## src/swf_pkg.sv

```systemverilog
// Package for the silent write filter: field widths, transfer structs,
// the classified job passed from front to back, and configuration codes.
// No dependencies.
package swf_pkg;

    localparam int unsigned CODE_W         = 4;
    localparam int unsigned OPND_W         = 32;
    localparam int unsigned LOC_DEPTH_DEF  = 4096;
    localparam int unsigned VALUE_BITS_DEF = 32;
    localparam int unsigned QUEUE_DEPTH    = 4;
    localparam int unsigned QPTR_W         = $clog2(QUEUE_DEPTH);
    localparam int unsigned CFG_IDX_W      = 2;

    // Configuration register indexes
    localparam logic [CFG_IDX_W-1:0] CFG_READ_CODE  = 2'd0;
    localparam logic [CFG_IDX_W-1:0] CFG_WRITE_CODE = 2'd1;
    localparam logic [CFG_IDX_W-1:0] CFG_VALUE_CODE = 2'd2;

    // Reset values of the code registers
    localparam logic [CODE_W-1:0] READ_CODE_RST  = 4'd0;
    localparam logic [CODE_W-1:0] WRITE_CODE_RST = 4'd1;
    localparam logic [CODE_W-1:0] VALUE_CODE_RST = 4'd2;

    typedef struct packed {
        logic [CODE_W-1:0] cmd_code;
        logic [OPND_W-1:0] operand;
        logic              event_end;
    } in_item_t;

    typedef struct packed {
        logic [CODE_W-1:0] out_code;
        logic [OPND_W-1:0] out_operand;
        logic              is_command;
        logic              out_event_end;
        logic              last_of_run;
    } out_item_t;

    typedef struct packed {
        logic [CODE_W-1:0] read_code;
        logic [CODE_W-1:0] write_code;
        logic [CODE_W-1:0] value_code;
    } codes_t;

    // One classified input: up to two commands, a pair flag asking for
    // the table check, and the event end.
    typedef struct packed {
        logic              a_valid;
        logic [CODE_W-1:0] a_code;
        logic [OPND_W-1:0] a_operand;
        logic              b_valid;
        logic [CODE_W-1:0] b_code;
        logic [OPND_W-1:0] b_operand;
        logic              pair;
        logic              end_flag;
    } job_t;

endpackage

```

## src/swf_queue.sv

```systemverilog
// Short job queue between the front and back of the silent write filter.
// Depends on swf_pkg.
module swf_queue
(
    input  logic          clk,
    input  logic          rst_n,
    input  logic          push,
    input  swf_pkg::job_t push_job,
    output logic          full,
    input  logic          pop,
    output logic          head_valid,
    output swf_pkg::job_t head_job
);

    localparam int unsigned CNT_W = $clog2(swf_pkg::QUEUE_DEPTH + 1);

    swf_pkg::job_t                entries_reg [swf_pkg::QUEUE_DEPTH];
    logic [swf_pkg::QPTR_W-1:0]   wr_ptr_reg;
    logic [swf_pkg::QPTR_W-1:0]   rd_ptr_reg;
    logic [CNT_W-1:0]             count_reg;
    logic [CNT_W-1:0]             count_next;

    assign full       = count_reg == CNT_W'(swf_pkg::QUEUE_DEPTH);
    assign head_valid = count_reg != '0;
    assign head_job   = entries_reg[rd_ptr_reg];

    always_comb
    begin
        count_next = count_reg;
        if (push && !pop)
        begin
            count_next = count_reg + 1'b1;
        end
        else if (pop && !push)
        begin
            count_next = count_reg - 1'b1;
        end
    end

    // Pointers and fill count
    always_ff @(posedge clk or negedge rst_n)
    begin
        if (!rst_n)
        begin
            wr_ptr_reg <= '0;
            rd_ptr_reg <= '0;
            count_reg  <= '0;
        end
        else
        begin
            if (push)
            begin
                wr_ptr_reg <= wr_ptr_reg + 1'b1;
            end
            if (pop)
            begin
                rd_ptr_reg <= rd_ptr_reg + 1'b1;
            end
            count_reg <= count_next;
        end
    end

    // Storage
    always_ff @(posedge clk)
    begin
        if (push)
        begin
            entries_reg[wr_ptr_reg] <= push_job;
        end
    end

endmodule

```

## config.mk

```make
export PLATFORM = sky130hd
export DESIGN_NAME = swf_queue
export DESIGN_NICKNAME = d
export VERILOG_FILES = /design/src/swf_pkg.sv /design/src/swf_queue.sv
export SDC_FILE = /design/constraint.sdc
export NUM_CORES = 1
export LEC_CHECK = 0
export BUFFER_PORTS_ARGS = -buffer_cell sky130_fd_sc_hd__buf_2
export CORE_MARGIN = 2
export CORE_UTILIZATION = 55
export DETAILED_ROUTE_END_ITERATION = 6
export PLACE_DENSITY = 0.77
export SLEW_MARGIN = 10
export SYNTH_ARGS = -nofsm -noshare
export SYNTH_HDL_FRONTEND = slang
export SYNTH_SLANG_ARGS = --single-unit
```

## constraint.sdc

```tcl
create_clock -name clk -period 6.5 [get_ports clk]
set_input_delay 0.65 -clock clk [delete_from_list [all_inputs] [get_ports clk]]
set_output_delay 0.65 -clock clk [all_outputs]
set_load 0.05 [all_outputs]
```

==> results.sh <==
export IMPL_cts_tree="yes"
export IMPL_ys_seq_area_frac=0.8181
export IMPL_ant_nets=0
export IMPL_synth_area_mux_share=0.1515
export IMPL_worst_r2r_setup_slack_ns=4.30
export IMPL_largest_register_ffs=304
export IMPL_grt_pass1_vias=5408
export IMPL_p_leak_uw=0.004572
export IMPL_clk_latency_ns=0.53
export IMPL_cp_end_kind="output port"
export IMPL_hold_violations=0
export IMPL_die_w_um=147.8
export IMPL_coreArea_mm2=0.02023
export IMPL_syn_inst=432
export IMPL_drv_slew=0
export IMPL_grt_usage=0.1795
export IMPL_cts_resized=0
export IMPL_clock_sinks=311
export IMPL_root_buffer="clkbuf_16"
export IMPL_ys_ff_latch=311
export IMPL_cts_path_max_buffers=3
export IMPL_post_cts_buffers=0
export IMPL_avgRoutedWirePerCell_um=21.48
export IMPL_setup_viol=0
export IMPL_synth_simple_area_share=0.004401
export IMPL_layout_commonest_cell="edfxtp_1"
export IMPL_mostFrequentLayoutCells="edfxtp_1, buf_2, mux4_2, clkbuf_16"
export IMPL_p_total_uw=6947
export IMPL_critPathKind="reg -> out"
export IMPL_max_slew_margin_rel=0.2530
export IMPL_synth_cell_types=21
export IMPL_route_detailed_drc=0
export IMPL_avgViaCountPerCell=5.495
export IMPL_nets=696
export IMPL_crit_path_max_fanout=40
export IMPL_drt_iter0_markers=405
export IMPL_synth_area_mm2=0.01137
export IMPL_grt_first_pass_wirelength_um=29860
export IMPL_syn_nets=518
export IMPL_cts_buffers_inserted=31
export IMPL_vias=4962
export IMPL_powerDensity_mw_per_mm2=520.8
export IMPL_required_ns=5.85
export IMPL_ios=158
export IMPL_dp_hpwl_um=11600
export IMPL_tns_ns=0
export IMPL_area_growth_pct=17.31
export IMPL_worst_ir_drop_vdd_mv=0.3570
export IMPL_outcome="finished, final reports clean"
export IMPL_synth_compound_area_frac=0.0004401
export IMPL_fin_crit_sh=0.5791
export IMPL_die_y_um=147.8
export IMPL_place_congestion=0.7022
export IMPL_cts_reportedPaths_clkPinSlew_ns=0.06
export IMPL_fill_cells=1298
export IMPL_ys_warn_count=0
export IMPL_antenna_found_initial=1
export IMPL_min_period_ns=3.764
export IMPL_avgSynthCellArea_um2=26.32
export IMPL_drive_gt1_frac=0.4557
export IMPL_fin_skew_ns=0.007789
export IMPL_synth_top_family_by_area="multiplexers"
export IMPL_cts_max_level=1
export IMPL_dieArea_mm2=0.02184
export IMPL_max_cap_violations=0
export IMPL_wirelength_um=19390
export IMPL_min_path_type="in -> reg"
export IMPL_rsz0062_at_grt="no"
export IMPL_io_buffers=157
export IMPL_grt_max_degree=78
export IMPL_yosys_area_share_xor_xnor=0.004621
export IMPL_worst_ep_arrival_time_ns=3.11
export IMPL_drt_pass1_iterations=4
export IMPL_rows=52
export IMPL_synthAdderAreaFrac=0.007262
export IMPL_grt_ovfl_total=0
export IMPL_start_util=0.5620
export IMPL_max_freq_ghz=0.2657
export IMPL_tightest_slew_ns=1.121
export IMPL_start_kind="register"
==> routing by layer <==
layer | up-vias | global-route usage | wire [um]
met2 | 167 | 0.3170 | 10440
met3 | 26 | 0.03735 | 1305
met5 | - | 0 | 7
met4 | 2 | 0.04231 | 320
met1 | 2556 | 0.2329 | 7318
li1 | 2211 | - | -
==> power breakdown <==
part / total, uW / internal [uW] / switching, uW
registers: 2890 / 2630 / 262
clock network: 1590 / 907 / 682
logic: 2470 / 769 / 1700
total: 6950 / 4300 / 2640
==> logic make-up (layout without fill, tap and decap cells) <==
logic type	count (synthesis)	after routing
AOI/OAI and AO/OA	1	1
buffers and inverters	22	222
other	0	1
DFF	311	311
muxes	77	77
adders and majority gates	6	6
xor gates and xnor gates	6	6
and+or+nand+nor	9	9
==> metrics by stage <==
| stage | setup WS [ns] | util | hold slack (ns) | instance area (um2) | instances |
|---|---|---|---|---|---|
| 2_1_floorplan | 3.634 | - | 0.3544 | 11370 | 432 |
| 3_3_place_gp | 3.174 | 0.6133 | 0.4634 | 12410 | 846 |
| 3_5_place_dp | 3.182 | 0.6133 | 0.4936 | 12410 | 846 |
| 4_1_cts | 2.602 | 0.6592 | 0.2959 | 13340 | 902 |
| 5_1_grt | 2.469 | 0.6592 | 0.3054 | 13340 | 902 |
| 6_report | 2.736 | 0.6593 | 0.3254 | 13340 | 903 |
==> cell type report <==
cell class	count	area, um2	share of cell area
tap	270	337.8	0.02532
inverter	4	15.01	0.001125
multi-input combinational	99	1923	0.1442
antenna	1	2.502	0.0001876
timing repair buffer	163	833.3	0.06246
clock inverter	20	126.4	0.009473
sequential	311	9311	0.6980
clock buffer	35	790.8	0.05928
==> timing repair <==
action,CTS,global route
hold endpoints to repair,7,0
endpoints found under the setup margin,0,0
hold buffers,1,0
==> final timing paths <==
kind                       depth (start not counted)                      start                            to
min reg2reg                                        1   count_reg[2]$_DFFE_PN0P_      count_reg[2]$_DFFE_PN0P_
min in group asynchronous                          2                      rst_n     wr_ptr_reg[0]$_DFFE_PN0P_
min                                                1                push_job[8]   entries_reg[2][8]$_DFFE_PP_
max                                                3  rd_ptr_reg[0]$_DFFE_PN0P_                  head_job[32]
max reg2reg                                        4  wr_ptr_reg[0]$_DFFE_PN0P_  entries_reg[2][70]$_DFFE_PP_
max in group asynchronous                          2                      rst_n     rd_ptr_reg[1]$_DFFE_PN0P_
==> cell usage after synthesis (all sizes together) <==
master | n | share of area
nor3b | 1 | 0.00066
nor2 | 1 | 0.00033
or3 | 1 | 0.00055
ha | 5 | 0.0055
edfxtp | 304 | 0.80
mux4 | 76 | 0.15
and2 | 4 | 0.0022
inv | 4 | 0.0013
mux2 | 1 | 0.00099
o21ai | 1 | 0.00044
xnor2 | 2 | 0.0015
buf | 15 | 0.011
xor2 | 4 | 0.0031
clkbuf | 3 | 0.00099
fa | 1 | 0.0018
nand2 | 2 | 0.00066
dfrtp | 7 | 0.015
==> critical path: stages (launching register included) <==
cell,delay [ns]
dfrtp_4,0.97
buf_4,0.73
mux4_2,0.62
buf_2,0.23
Power figures use the tool's default switching activity.
