### config.mk
export PLATFORM = sky130hd
export DESIGN_NAME = swf_front
export DESIGN_NICKNAME = d
export VERILOG_FILES = /design/src/swf_pkg.sv /design/src/swf_front.sv
export SDC_FILE = /design/constraint.sdc
export NUM_CORES = 1
export LEC_CHECK = 0
export BUFFER_PORTS_ARGS = -buffer_cell sky130_fd_sc_hd__buf_2
export CORE_ASPECT_RATIO = 0.9
export CORE_MARGIN = 5
export CORE_UTILIZATION = 42
export DETAILED_ROUTE_END_ITERATION = 10
export HOLD_SLACK_MARGIN = 0.08
export PLACE_DENSITY = 0.85
export SLEW_MARGIN = 5
export SYNTH_ARGS = -nofsm -noshare
export SYNTH_HDL_FRONTEND = slang
export SYNTH_SLANG_ARGS = --single-unit
### constraint.sdc
create_clock -name clk -period 2.5 [get_ports clk]
set_clock_uncertainty 0.15 [all_clocks]
set_input_delay 0.25 -clock clk [delete_from_list [all_inputs] [get_ports clk]]
set_output_delay 0.25 -clock clk [all_outputs]
set_load 0.02 [all_outputs]
### src/swf_pkg.sv
// Package for the silent write filter: field widths, transfer structs,
// the classified job passed from front to back, and configuration codes.
// No dependencies.
package swf_pkg;

    localparam int unsigned CODE_W         = 4;
    localparam int unsigned OPND_W         = 32;
    localparam int unsigned LOC_DEPTH_DEF  = 4096;
    localparam int unsigned VALUE_BITS_DEF = 32;
    localparam int unsigned QUEUE_DEPTH    = 4;
    localparam int unsigned QPTR_W         = $clog2(QUEUE_DEPTH);
    localparam int unsigned CFG_IDX_W      = 2;

    // Configuration register indexes
    localparam logic [CFG_IDX_W-1:0] CFG_READ_CODE  = 2'd0;
    localparam logic [CFG_IDX_W-1:0] CFG_WRITE_CODE = 2'd1;
    localparam logic [CFG_IDX_W-1:0] CFG_VALUE_CODE = 2'd2;

    // Reset values of the code registers
    localparam logic [CODE_W-1:0] READ_CODE_RST  = 4'd0;
    localparam logic [CODE_W-1:0] WRITE_CODE_RST = 4'd1;
    localparam logic [CODE_W-1:0] VALUE_CODE_RST = 4'd2;

    typedef struct packed {
        logic [CODE_W-1:0] cmd_code;
        logic [OPND_W-1:0] operand;
        logic              event_end;
    } in_item_t;

    typedef struct packed {
        logic [CODE_W-1:0] out_code;
        logic [OPND_W-1:0] out_operand;
        logic              is_command;
        logic              out_event_end;
        logic              last_of_run;
    } out_item_t;

    typedef struct packed {
        logic [CODE_W-1:0] read_code;
        logic [CODE_W-1:0] write_code;
        logic [CODE_W-1:0] value_code;
    } codes_t;

    // One classified input: up to two commands, a pair flag asking for
    // the table check, and the event end.
    typedef struct packed {
        logic              a_valid;
        logic [CODE_W-1:0] a_code;
        logic [OPND_W-1:0] a_operand;
        logic              b_valid;
        logic [CODE_W-1:0] b_code;
        logic [OPND_W-1:0] b_operand;
        logic              pair;
        logic              end_flag;
    } job_t;

endpackage

### src/swf_front.sv
// Front end of the silent write filter: accepts trace commands, holds a
// pending access, and classifies each transfer into a job for the queue.
// Depends on swf_pkg.
module swf_front
(
    input  logic              clk,
    input  logic              rst_n,
    input  swf_pkg::codes_t   codes,
    input  logic              item_valid,
    output logic              item_ready,
    input  swf_pkg::in_item_t item,
    input  logic              busy,
    input  logic              q_full,
    output logic              q_push,
    output swf_pkg::job_t     q_job
);

    logic                       pend_valid_reg;
    logic                       pend_valid_next;
    logic [swf_pkg::CODE_W-1:0] pend_code_reg;
    logic [swf_pkg::CODE_W-1:0] pend_code_next;
    logic [swf_pkg::OPND_W-1:0] pend_loc_reg;
    logic [swf_pkg::OPND_W-1:0] pend_loc_next;
    logic                       accept;
    logic                       is_value;
    logic                       is_access;
    logic                       hold_cur;
    swf_pkg::job_t              job;

    assign item_ready = !busy && !q_full;
    assign accept     = item_valid && item_ready;
    assign is_value   = item.cmd_code == codes.value_code;
    assign is_access  = (item.cmd_code == codes.read_code) ||
                        (item.cmd_code == codes.write_code);
    // an access not at event end waits one transfer for its value
    assign hold_cur   = is_access && !item.event_end;

    // Classification
    always_comb
    begin
        job             = '0;
        job.end_flag    = item.event_end;
        pend_valid_next = pend_valid_reg;
        pend_code_next  = pend_code_reg;
        pend_loc_next   = pend_loc_reg;
        if (accept)
        begin
            pend_valid_next = 1'b0;
            if (pend_valid_reg)
            begin
                job.a_valid   = 1'b1;
                job.a_code    = pend_code_reg;
                job.a_operand = pend_loc_reg;
            end
            if (pend_valid_reg && is_value)
            begin
                job.pair      = 1'b1;
                job.b_valid   = 1'b1;
                job.b_code    = item.cmd_code;
                job.b_operand = item.operand;
            end
            else if (hold_cur)
            begin
                pend_valid_next = 1'b1;
                pend_code_next  = item.cmd_code;
                pend_loc_next   = item.operand;
            end
            else
            begin
                job.b_valid   = 1'b1;
                job.b_code    = item.cmd_code;
                job.b_operand = item.operand;
            end
        end
    end

    // jobs with nothing to emit and no event end are not queued
    assign q_push = accept && (job.a_valid || job.b_valid || job.end_flag);
    assign q_job  = job;

    // Pending access
    always_ff @(posedge clk or negedge rst_n)
    begin
        if (!rst_n)
        begin
            pend_valid_reg <= 1'b0;
        end
        else
        begin
            pend_valid_reg <= pend_valid_next;
        end
    end

    always_ff @(posedge clk)
    begin
        pend_code_reg <= pend_code_next;
        pend_loc_reg  <= pend_loc_next;
    end

endmodule

==> impl_metrics.py <==
metrics = {
    "yosys": {
        "synth_top_area_cell": "edfxtp_1",
        "synth_edf_count": 36,
        "avgSynthCellArea_um2": 10.0,
        "synthesis.area_um2": 1940,
        "synthTopCellsByArea": "edfxtp_1, and3_1, a21oi_1",
        "syn_nets": 248,
        "ys_warn_count": 0,
        "synth.top_cell.area_share_pct": 55.7,
        "async_flop_share_pct": 2.70,
        "synth-seq-cells": 37,
        "synth_cell_types": 20,
        "netlist_instances": 194,
        "ys.flop_type": "edfxtp_1",
        "synth-seq-area-share_pct": 57.0,
    },
    "drt": {
        "drt_iter0_drc": 89,
        "via_count": 2095,
        "ant_nets": 0,
        "drc": 0,
        "drt_pass1_iterations": 4,
        "avgViaCountPerCell": 5.02,
        "wl_mm": 6.10,
        "wl_per_cell_um": 14.6,
    },
    "clock_network": {
        "cts_setup_buffers": 0,
        "clock_sinks": 37,
        "cts_htree_levels": 2,
        "clk_pin_slew_worst_paths_ns": 0.07,
        "cts_tree": "built",
        "numCtsBuffers": 5,
        "root_buffer": "clkbuf_8",
        "cts_resized": 0,
        "insertion_delay_ns": 0.28,
        "clockBufferDepth": 2,
    },
    "run": {
        "cap_violations": 0,
    },
    "timing": {
        "slew_headroom_pct": 73.8,
        "setup_viol": 0,
        "worst_pin_slew_ns": 0.392,
        "min_period_over_period_pct": 79.5,
        "rsz0062_at_grt": "false",
        "slew_viol_final": 0,
        "tns_ns": 0,
        "post-route-min-period_ns": 1.99,
        "hold_viol": 0,
        "timing.fmax_mhz": 503,
    },
    "placement": {
        "place_inst": 376,
        "dp_hpwl_mm": 4.16,
        "port_buffers": 131,
        "place.gp.congestion": 0.788,
    },
    "final_layout": {
        "final_cells": 417,
        "drive_gt1_share_pct": 42.3,
        "final_cell_mix": "buf_2, a21oi_1, nand2_1",
        "largest_reg_flops": 32,
        "antenna_cells": 0,
        "final_common_cell": "buf_2",
        "synthToLayoutAreaGrowth_pct": 59.2,
        "nets": 408,
    },
    "worst_setup_path": {
        "crit_top_cell": "buf_2",
        "crit-reg2reg-launch": "pend_valid_reg",
        "cp_cell_sequence": "buf_2 -> nor2_1 -> and2_2 -> buf_12 -> nand2_1 -> a21oi_1 -> buf_2",
        "crit_start": "busy",
        "cpPeakStageDelay_ns": 0.43,
        "start_kind": "input pin",
        "worstPathArrival_ns": 1.59,
        "path_max_fanout": 35,
        "endpoint_kind": "output port",
        "cp.required_ns": 2.10,
        "path_class": "in -> out",
        "crit_slowest_cell": "and2_2",
    },
    "power_and_ir_drop": {
        "pwr-share-seq_pct": 52.2,
        "p_leak_nw": 1.60,
        "power_density_nw_per_um2": 426,
        "p_sw_uw": 329,
        "peakVddDrop_v": 0.000236,
        "p_comb_share_pct": 18.7,
        "switching_share_pct": 25.0,
        "p_int_uw": 987,
        "power_mw": 1.32,
        "p_clk_share_pct": 29.1,
    },
    "worst_hold_path": {
        "hold_path_class": "in -> reg",
        "hp-start": "item[34]",
    },
    "die": {
        "rows": 23,
        "io_pins": 132,
        "core_um2": 4460,
        "die_y_um": 74.5,
        "die_w_um": 81.7,
        "start_util_pct": 43.5,
        "die-area_um2": 6090,
    },
    "global_route": {
        "grt_max_degree": 38,
        "grt_overflow": 0,
        "grt_pass1_wl_mm": 9.20,
        "antenna_found_initial": 0,
        "grt_use_total_pct": 20.1,
        "grt_pass1_vias": 2048,
    },
    "run_status": {
        "status": "complete, no violations",
    },
}
[critical path, delay by kind of cell]
| family | cells | cell delay (ns) |
|---|---|---|
| AO/OA/AOI/OAI | 1 | 0.13 |
| AND/OR/NAND/NOR | 3 | 0.67 |
| buffers and inverters | 3 | 0.52 |
[kinds of logic (layout without fill, tap and decap cells)]
kind of cell / count (synthesis) / in the layout / synth area share (%)
AND/OR/NAND/NOR: 83 / 83 / 21.3
flip-flops: 37 / 37 / 57.0
XOR/XNOR: 12 / 12 / 5.41
AO/OA/AOI/OAI: 40 / 40 / 10.7
buffers and inverters: 22 / 183 / 5.60
[layer usage]
metal  track usage, %  vias up  wire (µm)  part of all wire, %
li1                 -     1002          -                    -
met1             21.1      971       2370                   39
met2             36.3      110       2960                   49
met3             7.51       12        639                   10
met4             8.12        0        128                  2.1
met5                0        -          0                    0
[area by class of cell]
cell class | count | area [µm²]
well taps | 62 | 77.6
fillers | 320 | 1370
inverters | 1 | 3.75
repair buffers | 174 | 1090
flip-flops and latches | 37 | 1110
clock buffers | 5 | 68.8
multi-input cells | 135 | 737
clock inverters | 3 | 12.5
[power groups by stage]
stage	clock network, mW	registers [mW]	logic (mW)
4_1_cts	0.395	0.687	0.245
6_report	0.383	0.687	0.247
3_3_place_gp	0	0.700	0.199
5_1_grt	0.422	0.687	0.268
2_1_floorplan	0	0.700	0.108
3_5_place_dp	0	0.700	0.205
[synthesized netlist by cell type (2+ instances only)]
cell and count:
xnor2_1 9, nand4_1 2, buf_2 11, nor2_1 4, a21oi_1 38, buf_4 3, edfxtp_1 36, xor2_1 3
nand2_1 37, clkbuf_1 5, and3_1 37
[path summary, 6_finish.rpt]
path	cells after the start	slack, ns	end
max	7	0.51	q_job[8]
max reg2reg	4	0.83	pend_loc_reg[6]
min	1	0.09	pend_code_reg[1]
min reg2reg	3	0.80	pend_valid_reg
min in group asynchronous	2	0.14	pend_valid_reg
max in group asynchronous	2	1.98	pend_valid_reg
[through the flow]
stage / worst slack [ns] / util [%] / instance area [µm²] / hold WS (ns)
after floorplan: 0.261 / - / 1940 / -0.196
after global placement: 0.613 / 60.1 / 2680 / -0.125
after detailed placement: 0.541 / 60.1 / 2680 / -0.122
after CTS: 0.533 / 69.3 / 3090 / 0.0813
after global routing: 0.407 / 69.3 / 3090 / 0.0856
final: 0.511 / 69.3 / 3090 / 0.0914
[what timing repair did]
action | CTS | global route
endpoints found under the setup margin | 0 | 0
endpoints found under the hold margin | 33 | 0
hold buffers | 33 | 0
Power figures use the tool's default switching activity.
